==> config.mk <==
export PLATFORM = sky130hd
export DESIGN_NAME = dds_fifo
export DESIGN_NICKNAME = d
export VERILOG_FILES = /design/src/rtl/dds_fifo.sv
export SDC_FILE = /design/constraint.sdc
export NUM_CORES = 1
export LEC_CHECK = 0
export CORE_MARGIN = 2
export CORE_UTILIZATION = 60
export CTS_BUF_LIST = sky130_fd_sc_hd__clkbuf_4 sky130_fd_sc_hd__clkbuf_8 sky130_fd_sc_hd__clkbuf_16
export CTS_CLUSTER_SIZE = 24
export DETAILED_ROUTE_END_ITERATION = 10
export DONT_BUFFER_PORTS = 1
export PLACE_DENSITY = 0.8
export RECOVER_POWER = 25
export SLEW_MARGIN = 15
export SYNTH_ARGS = -nofsm -noshare
export SYNTH_HDL_FRONTEND = slang
export SYNTH_SLANG_ARGS = --single-unit
==> constraint.sdc <==
create_clock -name i_clk -period 3.15 [get_ports i_clk]
set_clock_uncertainty 0.15 [all_clocks]
set_input_delay 0.63 -clock i_clk [delete_from_list [all_inputs] [get_ports i_clk]]
set_output_delay 0.63 -clock i_clk [all_outputs]
set_load 0.01 [all_outputs]
==> src/rtl/dds_fifo.sv <==
// Small synchronous FIFO of a generic payload type.
// Depends on nothing; used for the command queue and the result queue.
module dds_fifo #(
    parameter type T     = logic [7:0],
    parameter int  DEPTH = 4
) (
    input  logic                         i_clk,
    input  logic                         i_rst_n,
    input  logic                         i_push,
    input  T                             i_data,
    output logic                         o_full,
    input  logic                         i_pop,
    output T                             o_data,
    output logic                         o_empty,
    output logic [$clog2(DEPTH+1)-1:0]   o_count
);

    localparam int PTR_W = $clog2(DEPTH);
    localparam int CNT_W = $clog2(DEPTH + 1);

    T                 r_mem [DEPTH];
    logic [PTR_W-1:0] r_wr_ptr;
    logic [PTR_W-1:0] r_rd_ptr;
    logic [CNT_W-1:0] r_count;
    logic             do_push;
    logic             do_pop;

    assign o_full  = (r_count == CNT_W'(DEPTH));
    assign o_empty = (r_count == '0);
    assign o_count = r_count;
    assign o_data  = r_mem[r_rd_ptr];
    assign do_push = i_push && !o_full;
    assign do_pop  = i_pop && !o_empty;

    // Store the pushed entry
    always_ff @(posedge i_clk) begin
        if (do_push) begin
            r_mem[r_wr_ptr] <= i_data;
        end
    end

    // Advance pointers and count
    always_ff @(posedge i_clk) begin
        if (!i_rst_n) begin
            r_wr_ptr <= '0;
            r_rd_ptr <= '0;
            r_count  <= '0;
        end else begin
            if (do_push) begin
                r_wr_ptr <= (r_wr_ptr == PTR_W'(DEPTH - 1)) ? '0 : r_wr_ptr + 1'b1;
            end
            if (do_pop) begin
                r_rd_ptr <= (r_rd_ptr == PTR_W'(DEPTH - 1)) ? '0 : r_rd_ptr + 1'b1;
            end
            if (do_push && !do_pop) begin
                r_count <= r_count + 1'b1;
            end else if (do_pop && !do_push) begin
                r_count <= r_count - 1'b1;
            end
        end
    end

endmodule

==> impl_metrics.yaml <==
cells_and_area:
  multi_input_area_um2: 460.4
  final_util_pct: 68.20
  fin_area_mm2: 0.001720
  ff_latch_area_mm2: 0.001141
  fin_cells: 127
  drive_gt1_share_pct: 17.53
  syn_to_final_growth_pct: 5.526
  antenna_cells: 0
  final_nets: 115
  fill_cells: 182
worst_hold_path:
  min_delay_worst_endpoint: "r_mem[2][5]"
  hold_class: "in -> reg"
  min_from: "i_data[5]"
  whs_path_depth: 0
floorplan:
  core_mm2: 0.002522
  dieArea_mm2: 0.003150
  ioPinCount: 25
  rows: 18
  die_h_um: 56.13
  die_w_um: 56.13
  start_util_pct: 64.63
placement:
  dp_cells: 119
  dpl.hpwl_mm: 1.670
  postPlaceCellArea_mm2: 0.001650
  place_ws_ns: 0.5554
  gp_congestion: 0.6635
  io_buffers: 0
power_and_ir_drop:
  p_switching_mw: 0.3769
  seqPwrFrac_pct: 56.8
  peakVddDrop_mv: 0.5860
  p_clk_share_pct: 21.6
  internal_power_mw: 0.9381
  power_mw: 1.315
  power.leakage_nw: 0.5893
  p_sw_share_pct: 28.66
  combPwrFrac_pct: 21.5
  p_per_area_mw_per_mm2: 764.3
global_routing:
  grt_max_degree: 13
  track_usage_pct: 16.64
  antenna_found_initial: 0
  grt_pass1_wl_mm: 3.815
  grt_pass1_vias: 804
  overflow: 0
routing:
  vias: 751
  initialDrtViolationCount: 21
  post_drt_via_cell_ratio: 5.913
  first_pass_iters: 4
  detail-route-antenna-nets: 0
  drc: 0
  drt-wirelength-per-cell_um: 18.46
  totalWireLength_mm: 2.345
critical_path:
  r2r-end: "o_count[2]"
  end_kind: "flop"
  reg2reg_from: "o_count[0]"
  crit_path_start_kind: "flop"
  critPathKind: "reg -> reg"
  critPathRequiredTime_ns: 3.26
  ff2ff_path_depth: 8
  regToRegSetupSlack_ns: 0.56
  crit_arrival_ns: 2.71
  cp_max_fo: 7
logic_synthesis:
  muxShareOfSynthArea_pct: 12.89
  async_flop_share_pct: 0
  synth_edf_count: 32
  synth_area_per_cell_um2: 17.53
  ys_top_cells_by_area: "edfxtp_1 59%, dfxtp_1 11%, mux4_2 11%, ha_1 4.6%, and2_1 1.9%"
  netlist_instances: 93
  synth_top_area_share_pct: 58.94
  synthFlopType: "edfxtp_1"
  yosys.area.top_type: "edfxtp_1"
  synth_fa_ha_area_share_pct: 5.833
  synth-compound-area-share_pct: 1.842
  synth_seq_cells: 41
  syn_area_mm2: 0.001630
  synth_fp_nets: 112
  synth_top_family_by_area: "multiplexers"
  ys_warn_count: 0
  synth_cell_types: 23
  yosysSeqAreaShare_pct: 69.99
  yosys.area_share.simple_pct: 6.600
  synth_xor_area_share_pct: 1.074
cts:
  cts_tree: "done"
  cts.htree.levels: 2
  cts_buffers: 5
  postCtsHoldBufs: 0
  cts_sinks: 41
  clock_tree.buffer_depth: 2
  cts_setup_buffers: 0
  clk_pin_slew_ns: 0.11
  clock_latency_ns: 0.34
  post_cts_resized: 0
  clock-root-buffer: "clkbuf_4"
flow_run:
  maxCapViolCount: 0
sta:
  relSlewSlack_pct: 61.69
  fin_crit_ns: 2.594
  holdWs_ns: 0.2283
  min_period_over_period_pct: 82.33
  setup_tns_ns: 0
  layout_setup_ws_ns: 0.5565
  finalSetupViolations: 0
  hold_violations: 0
  max_freq_mhz: 385.6
  tightest_slew_ns: 0.5697
  slew_violations: 0
  grt_setup_unrepaired: "no"
run_status:
  status: "finished, final reports clean"
[registers in the layout (all words and copies together), names as in the netlist, named ones only]
signal	count
r_rd_ptr	2
r_wr_ptr	2
r_mem	32
o_count	3
[power groups by stage]
stage / Sequential [mW] / Clock [mW] / Combinational [mW]
after floorplan: 0.719 / 0 / 0.275
after global placement: 0.758 / 0 / 0.277
after detailed placement: 0.765 / 0 / 0.288
after CTS: 0.752 / 0.290 / 0.289
after global routing: 0.763 / 0.316 / 0.317
final: 0.747 / 0.284 / 0.283
[final cells by class]
| type | count | share of cell area [%] |
|---|---|---|
| well taps | 30 | 2.182 |
| multi-input cells | 45 | 26.76 |
| clock buffers | 7 | 3.782 |
| clock inverters | 1 | 0.2909 |
| inverters | 3 | 0.6545 |
| flip-flops and latches | 41 | 66.33 |
[cell usage in the layout, fill, tap and decap left out, types with 2 or more instances in the layout]
cell type,n
nand3_1,2
and2_1,5
ha_1,6
inv_1,3
edfxtp_1,32
nor2_1,2
clkbuf_4,5
nor2b_1,2
mux4_2,8
dfxtp_1,9
clkbuf_8,2
o21ai_0,3
mux2i_1,3
nand2_1,6
[how the worst max path moves through the flow]
stage,start,to,slack (ns),cells past startpoint
6_report,o_count[0],o_count[2],0.56,8
5_1_grt,o_count[0],o_count[2],0.30,8
4_1_cts,o_count[0],o_count[2],0.53,8
3_5_place_dp,o_count[0],o_count[2],0.56,8
3_3_place_gp,o_count[0],o_count[2],0.67,8
2_1_floorplan,o_count[0],o_count[2],0.86,7
[worst max-delay path, cell delays in order, from the launching register on]
cell and delay, ns:
dfxtp_1 0.53, nor3b_2 0.12, nor2b_1 0.41, ha_1 0.27
inv_1 0.06, fa_1 0.38, xor2_1 0.16, or3_1 0.30
a21boi_0 0.15
[cell usage after synthesis (2+ instances only)]
| cell | count |
|---|---|
| nand2_1 | 6 |
| dfxtp_1 | 9 |
| inv_1 | 3 |
| and2_1 | 5 |
| buf_2 | 2 |
| nor2_1 | 2 |
| nor2b_1 | 2 |
| mux4_2 | 8 |
| edfxtp_1 | 32 |
| o21ai_0 | 3 |
| nand3_1 | 2 |
| mux2i_1 | 3 |
| ha_1 | 6 |
[kinds of logic (layout without fill, tap and decap cells)]
group	Yosys count	count (layout)
adders and majority gates	7	7
buffers and inverters	7	11
muxes	11	11
DFF	41	41
and+or+nand+nor	20	20
AOI/OAI and AO/OA	5	5
xor gates and xnor gates	2	2
[metal layers]
metal | track usage [%] | routed length [µm] | vias to the layer above
met5 | 0 | 0 | -
met4 | 7.143 | 51 | 0
met3 | 5.116 | 160 | 5
met2 | 28.57 | 1249 | 25
met1 | 19.19 | 885 | 366
li1 | - | - | 355
Note: power is estimated with default switching activity, not from simulation.
