[src/rtl/dds_pkg.sv]
// Shared types and constants for the dirty-span panel refresh block.
// Used by dds_front, dds_back and the top level; depends on nothing.
package dds_pkg;

    // Input operation codes
    typedef enum logic {
        OP_SCAN  = 1'b0,
        OP_DRAIN = 1'b1
    } t_op;

    // Result kinds
    typedef enum logic [1:0] {
        KIND_CMD    = 2'd0,
        KIND_DATA   = 2'd1,
        KIND_REJECT = 2'd2
    } t_kind;

    // Configuration register indexes
    localparam logic [1:0] CFG_IDX_WIDTH = 2'd0;
    localparam logic [1:0] CFG_IDX_PAGES = 2'd1;

    // Reset values of the configuration registers
    localparam logic [7:0] CFG_WIDTH_RST = 8'd128;
    localparam logic [3:0] CFG_PAGES_RST = 4'd8;

    // Panel command bytes and masks
    localparam logic [7:0] CMD_COL_HI    = 8'h10;
    localparam logic [7:0] COL_LO_MASK   = 8'h0F;
    localparam logic [7:0] CMD_PAGE      = 8'hB0;
    localparam logic [7:0] FULL_WIDTH    = 8'd132;
    localparam logic [7:0] COL_OFFSET    = 8'd2;
    localparam logic [7:0] SHADOW_RESET  = 8'hFF;

    // Queue depths between front, back and the result port
    localparam int CMD_DEPTH    = 2;
    localparam int RESULT_DEPTH = 4;

    // Classified item handed from front to back
    typedef struct packed {
        t_op        op;
        logic [2:0] page;
        logic [7:0] column;
        logic [7:0] pixel;
        logic       in_range;
        logic       last_col;
    } t_cmd;

    // One result transaction
    typedef struct packed {
        t_kind      kind;
        logic [7:0] out_byte;
        logic       last;
    } t_result;

endpackage

[src/rtl/dds_front.sv]
// Front end: configuration registers and classification of incoming items.
// Depends on dds_pkg; feeds the command queue read by dds_back.
module dds_front
    import dds_pkg::*;
#(
    parameter int MAX_COLUMNS = 132,
    parameter int MAX_PAGES   = 8
) (
    input  logic       i_clk,
    input  logic       i_rst_n,
    input  logic       i_cfg_we,
    input  logic [1:0] i_cfg_idx,
    input  logic [7:0] i_cfg_wdata,
    input  logic       i_op,
    input  logic [2:0] i_page,
    input  logic [7:0] i_column,
    input  logic [7:0] i_pixel_byte,
    output t_cmd       o_cmd,
    output logic       o_full_width
);

    logic [7:0] r_width_in_use;
    logic [3:0] r_page_count;
    logic [7:0] eff_width;
    logic [3:0] eff_pages;

    // Write configuration registers
    always_ff @(posedge i_clk) begin
        if (!i_rst_n) begin
            r_width_in_use <= CFG_WIDTH_RST;
            r_page_count   <= CFG_PAGES_RST;
        end else if (i_cfg_we) begin
            unique case (i_cfg_idx)
                CFG_IDX_WIDTH: r_width_in_use <= i_cfg_wdata;
                CFG_IDX_PAGES: r_page_count   <= i_cfg_wdata[3:0];
                default: ;
            endcase
        end
    end

    // Clamp the registers to the supported geometry
    always_comb begin
        eff_width = r_width_in_use;
        if (eff_width == 8'd0) begin
            eff_width = 8'd1;
        end else if (eff_width > 8'(MAX_COLUMNS)) begin
            eff_width = 8'(MAX_COLUMNS);
        end
        eff_pages = r_page_count;
        if (eff_pages == 4'd0) begin
            eff_pages = 4'd1;
        end else if (eff_pages > 4'(MAX_PAGES)) begin
            eff_pages = 4'(MAX_PAGES);
        end
    end

    assign o_full_width = (eff_width == FULL_WIDTH);

    // Classify the incoming item
    always_comb begin
        o_cmd.op       = t_op'(i_op);
        o_cmd.page     = i_page;
        o_cmd.column   = i_column;
        o_cmd.pixel    = i_pixel_byte;
        o_cmd.in_range = ({1'b0, i_page} < eff_pages) && (i_column < eff_width);
        o_cmd.last_col = (i_column == eff_width - 8'd1);
    end

endmodule

[config.mk]
export PLATFORM = sky130hd
export DESIGN_NAME = dds_front
export DESIGN_NICKNAME = d
export VERILOG_FILES = /design/src/rtl/dds_pkg.sv /design/src/rtl/dds_front.sv
export SDC_FILE = /design/constraint.sdc
export NUM_CORES = 1
export LEC_CHECK = 0
export CAP_MARGIN = 20
export CORE_MARGIN = 2
export CORE_UTILIZATION = 50
export CTS_CLUSTER_SIZE = 30
export DETAILED_ROUTE_END_ITERATION = 16
export DONT_BUFFER_PORTS = 1
export SYNTH_ARGS = -nofsm -noshare
export SYNTH_HDL_FRONTEND = slang
export SYNTH_SLANG_ARGS = --single-unit
[constraint.sdc]
create_clock -name i_clk -period 3.7 [get_ports i_clk]
set_input_delay 0.37 -clock i_clk [delete_from_list [all_inputs] [get_ports i_clk]]
set_output_delay 0.37 -clock i_clk [all_outputs]
set_load 0.01 [all_outputs]
==> flow_summary.toml <==
[routing]
drt_iter0_drc = 4
vias = 866
totalWireLength_um = 2280
drcViolationCount = 0
antenna_left = 0
wl_per_cell_um = 15.3
via_per_inst = 5.81
first_pass_iters = 4

[pwr]
max-vdd-ir-drop_mv = 0.285
p_total_uw = 308
p_per_area_mw_per_mm2 = 276
p_leak_uw = 0.000434

[clocking]
cts_resized = 0
cts_buffers = 3
htreeDepth = 1
clockBufferDepth = 2
clk_pin_slew_ps = 70
cts_tree = "built"
cts_setup_buffers = 0
hold_buffers = 0
clkSinkCount = 12
clock_latency_ps = 260
clockRootBuffer = "clkbuf_4"

[worst_setup_path]
r2r_cells = 2
worst_ep_required_time_ps = 3330
r2r_slack_ps = 2390
reg2reg_from = "r_width_in_use[7]$_SDFFE_PN1P_"
cp-end-kind = "output pin"
max_stage_delay_ps = 640
arrival_ps = 3170
r2r-end = "r_width_in_use[7]$_SDFFE_PN1P_"
setup.worst_path.start_class = "register"
cp_slowest_cell = "or4_4"
cp_max_fo = 9
path_cells = "or4_4 > o21ai_0 > a21oi_1 > ha_1 > xor2_1 > xnor2_1 > or4_1 > nor4_1 > buf_4"
path_class = "register to output pin"

[sta]
min_period_ps = 3540
fin_worst_skew_ps = 0
rsz0062_at_grt = "no"
slew_headroom_pct = 68.3
setup_violations = 0
worst_pin_slew_ps = 475
hold_viol = 0
fin_tns_setup_ps = 0
timing.hold.ws_ps = 168
post-route-period-util_pct = 95.5
final_max_slew_viol_count = 0
fmax_ghz = 0.283

[floorplanning]
start_util_pct = 54.2
core-area_mm2 = 0.00228
die_h_um = 53.6
die_area_mm2 = 0.00288
rows = 17
fp.dieW_um = 53.6
io_pins = 56

[final_layout]
finalNonFillerCells = 149
multi_input_area_um2 = 786
seqCellArea_um2 = 240
final_net_count = 168
drive_gt1_share_pct = 8.26
area_growth_syn_to_layout_pct = -9.64
fillCellCount = 224
post-route-util_pct = 48.9
n_antenna_cell = 0

[hold_path]
worstHoldPathType = "primary input to register"
hold_end = "r_page_count[3]$_SDFFE_PN1P_"
holdPathStages = 1
min_from = "i_rst_n"

[placement]
io_buffer_count = 0
dp.cells = 146
place_congestion = 0.810
post-dp-hpwl_um = 1860

[status]
outcome = "finished, final reports clean"

[yosys]
muxShareOfSynthArea_pct = 8.93
ys_seq_area_share_pct = 19.5
synth_top_family_by_area = "simple AND/OR/NAND/NOR gates"
syn_inst = 142
yosys.area_share.simple_pct = 19.9
synth-adder-area-share_pct = 12.2
yosys.area_share.xor_xnor_pct = 7.11
ys.flop_type = "dfxtp_1"
syn-num-nets = 187
ys_types = 36
avgSynthCellArea_um2 = 8.68
synthArstFlopShare_pct = 0
synth_compound_area_share_pct = 15.6
synth-seq-cells = 12
syn_area_mm2 = 0.00123
synth-edff-count = 0
synth-warning-count = 0

[global_route]
grt_pass1_vias = 815
grt_max_degree = 13
grt-ovfl-total = 0
grt_usage_pct = 17.0
antenna_found_initial = 0
grt_pass1_wl_um = 3660

[job]
maxCapViolations = 0
[state kept, by name (all words and copies together) (netlist names)]
| signal | count |
|---|---|
| r_page_count | 4 |
| r_width_in_use | 8 |
[worst max-delay path: cells and delay by family (launching register included)]
kind / cells / cell delay, ps
adders and majority gates: 1 / 240
DFF: 1 / 390
xor gates and xnor gates: 2 / 290
AOI/OAI and AO/OA: 2 / 390
and+or+nand+nor: 3 / 1420
buffers and inverters: 1 / 170
[placed cells by master, fill, tap and decap left out, types with 2 or more instances in the layout]
cell type  instances
dfxtp_1           12
xnor2_1            6
nand3b_1           2
nand2b_1           6
buf_4              2
ha_1              12
nand2_1            9
a21o_1             4
nor2b_1           11
o22ai_1            2
nor2_1             5
inv_1              3
xor2_1             4
o21ai_0            3
nor4_1             4
clkbuf_4           3
a21oi_1            6
mux2i_1           11
[power by group]
group	switching, uW	total, uW	internal, uW	leakage (uW)
clock	37.9	75.4	37.5	0.0000138
sequential	8.62	142	134	0.0000977
combinational	41.6	89.8	48.3	0.000323
[worst max-delay path by stage]
| stage | from | end | slack, ps |
|---|---|---|---|
| global route | r_width_in_use[3]$_SDFFE_PN0P_ | o_cmd[0] | 0.2 |
| finish | r_width_in_use[3]$_SDFFE_PN0P_ | o_cmd[0] | 160 |
| CTS | r_width_in_use[3]$_SDFFE_PN0P_ | o_cmd[0] | 180 |
| global placement | r_width_in_use[3]$_SDFFE_PN0P_ | o_cmd[0] | 540 |
| detailed placement | r_width_in_use[3]$_SDFFE_PN0P_ | o_cmd[0] | 470 |
| floorplan | r_width_in_use[4]$_SDFFE_PN0P_ | o_cmd[0] | 550 |
[cell families after synthesis]
family,count (synthesis)
and+or+nand+nor,43
buffers and inverters,30
AOI/OAI and AO/OA,24
adders and majority gates,12
DFF,12
muxes,11
xor gates and xnor gates,10
[layout make-up]
class | count | area share, %
clock buffers | 3 | 2.02
repair buffers | 2 | 1.35
well taps | 28 | 3.15
multi-input cells | 100 | 70.6
inverters | 4 | 1.35
flip-flops and latches | 12 | 21.6
[stage by stage]
| step | setup WS (ps) | area [um2] |
|---|---|---|
| after global routing | 0.210 | 1110 |
| after floorplan | 552 | 1230 |
| final | 165 | 1110 |
| after global placement | 544 | 1090 |
| after detailed placement | 473 | 1090 |
| after CTS | 177 | 1110 |
[per-layer routing]
metal  GRT usage, %  vias to the layer above  wire, um
met5              0                        -         0
li1               -                      438         -
met3           6.67                        4       180
met2           25.9                       33      1040
met4           3.85                        0        57
met1           22.5                      391      1010
[Yosys cell counts, drive strengths merged (2+ instances only)]
master / instances / area (um2)
a21o: 4 / 30.0
a21oi: 7 / 46.3
buf: 25 / 188
dfxtp: 12 / 240
ha: 12 / 150
inv: 3 / 11.3
mux2i: 11 / 110
nand2: 9 / 33.8
nand2b: 6 / 37.5
nand3b: 2 / 15.0
nor2: 5 / 18.8
nor2b: 11 / 68.8
nor4: 4 / 25.0
o21ai: 3 / 15.0
o22ai: 2 / 12.5
or4: 2 / 18.8
xnor2: 6 / 52.6
xor2: 4 / 35.0
Note: power is estimated with default switching activity, not from simulation.
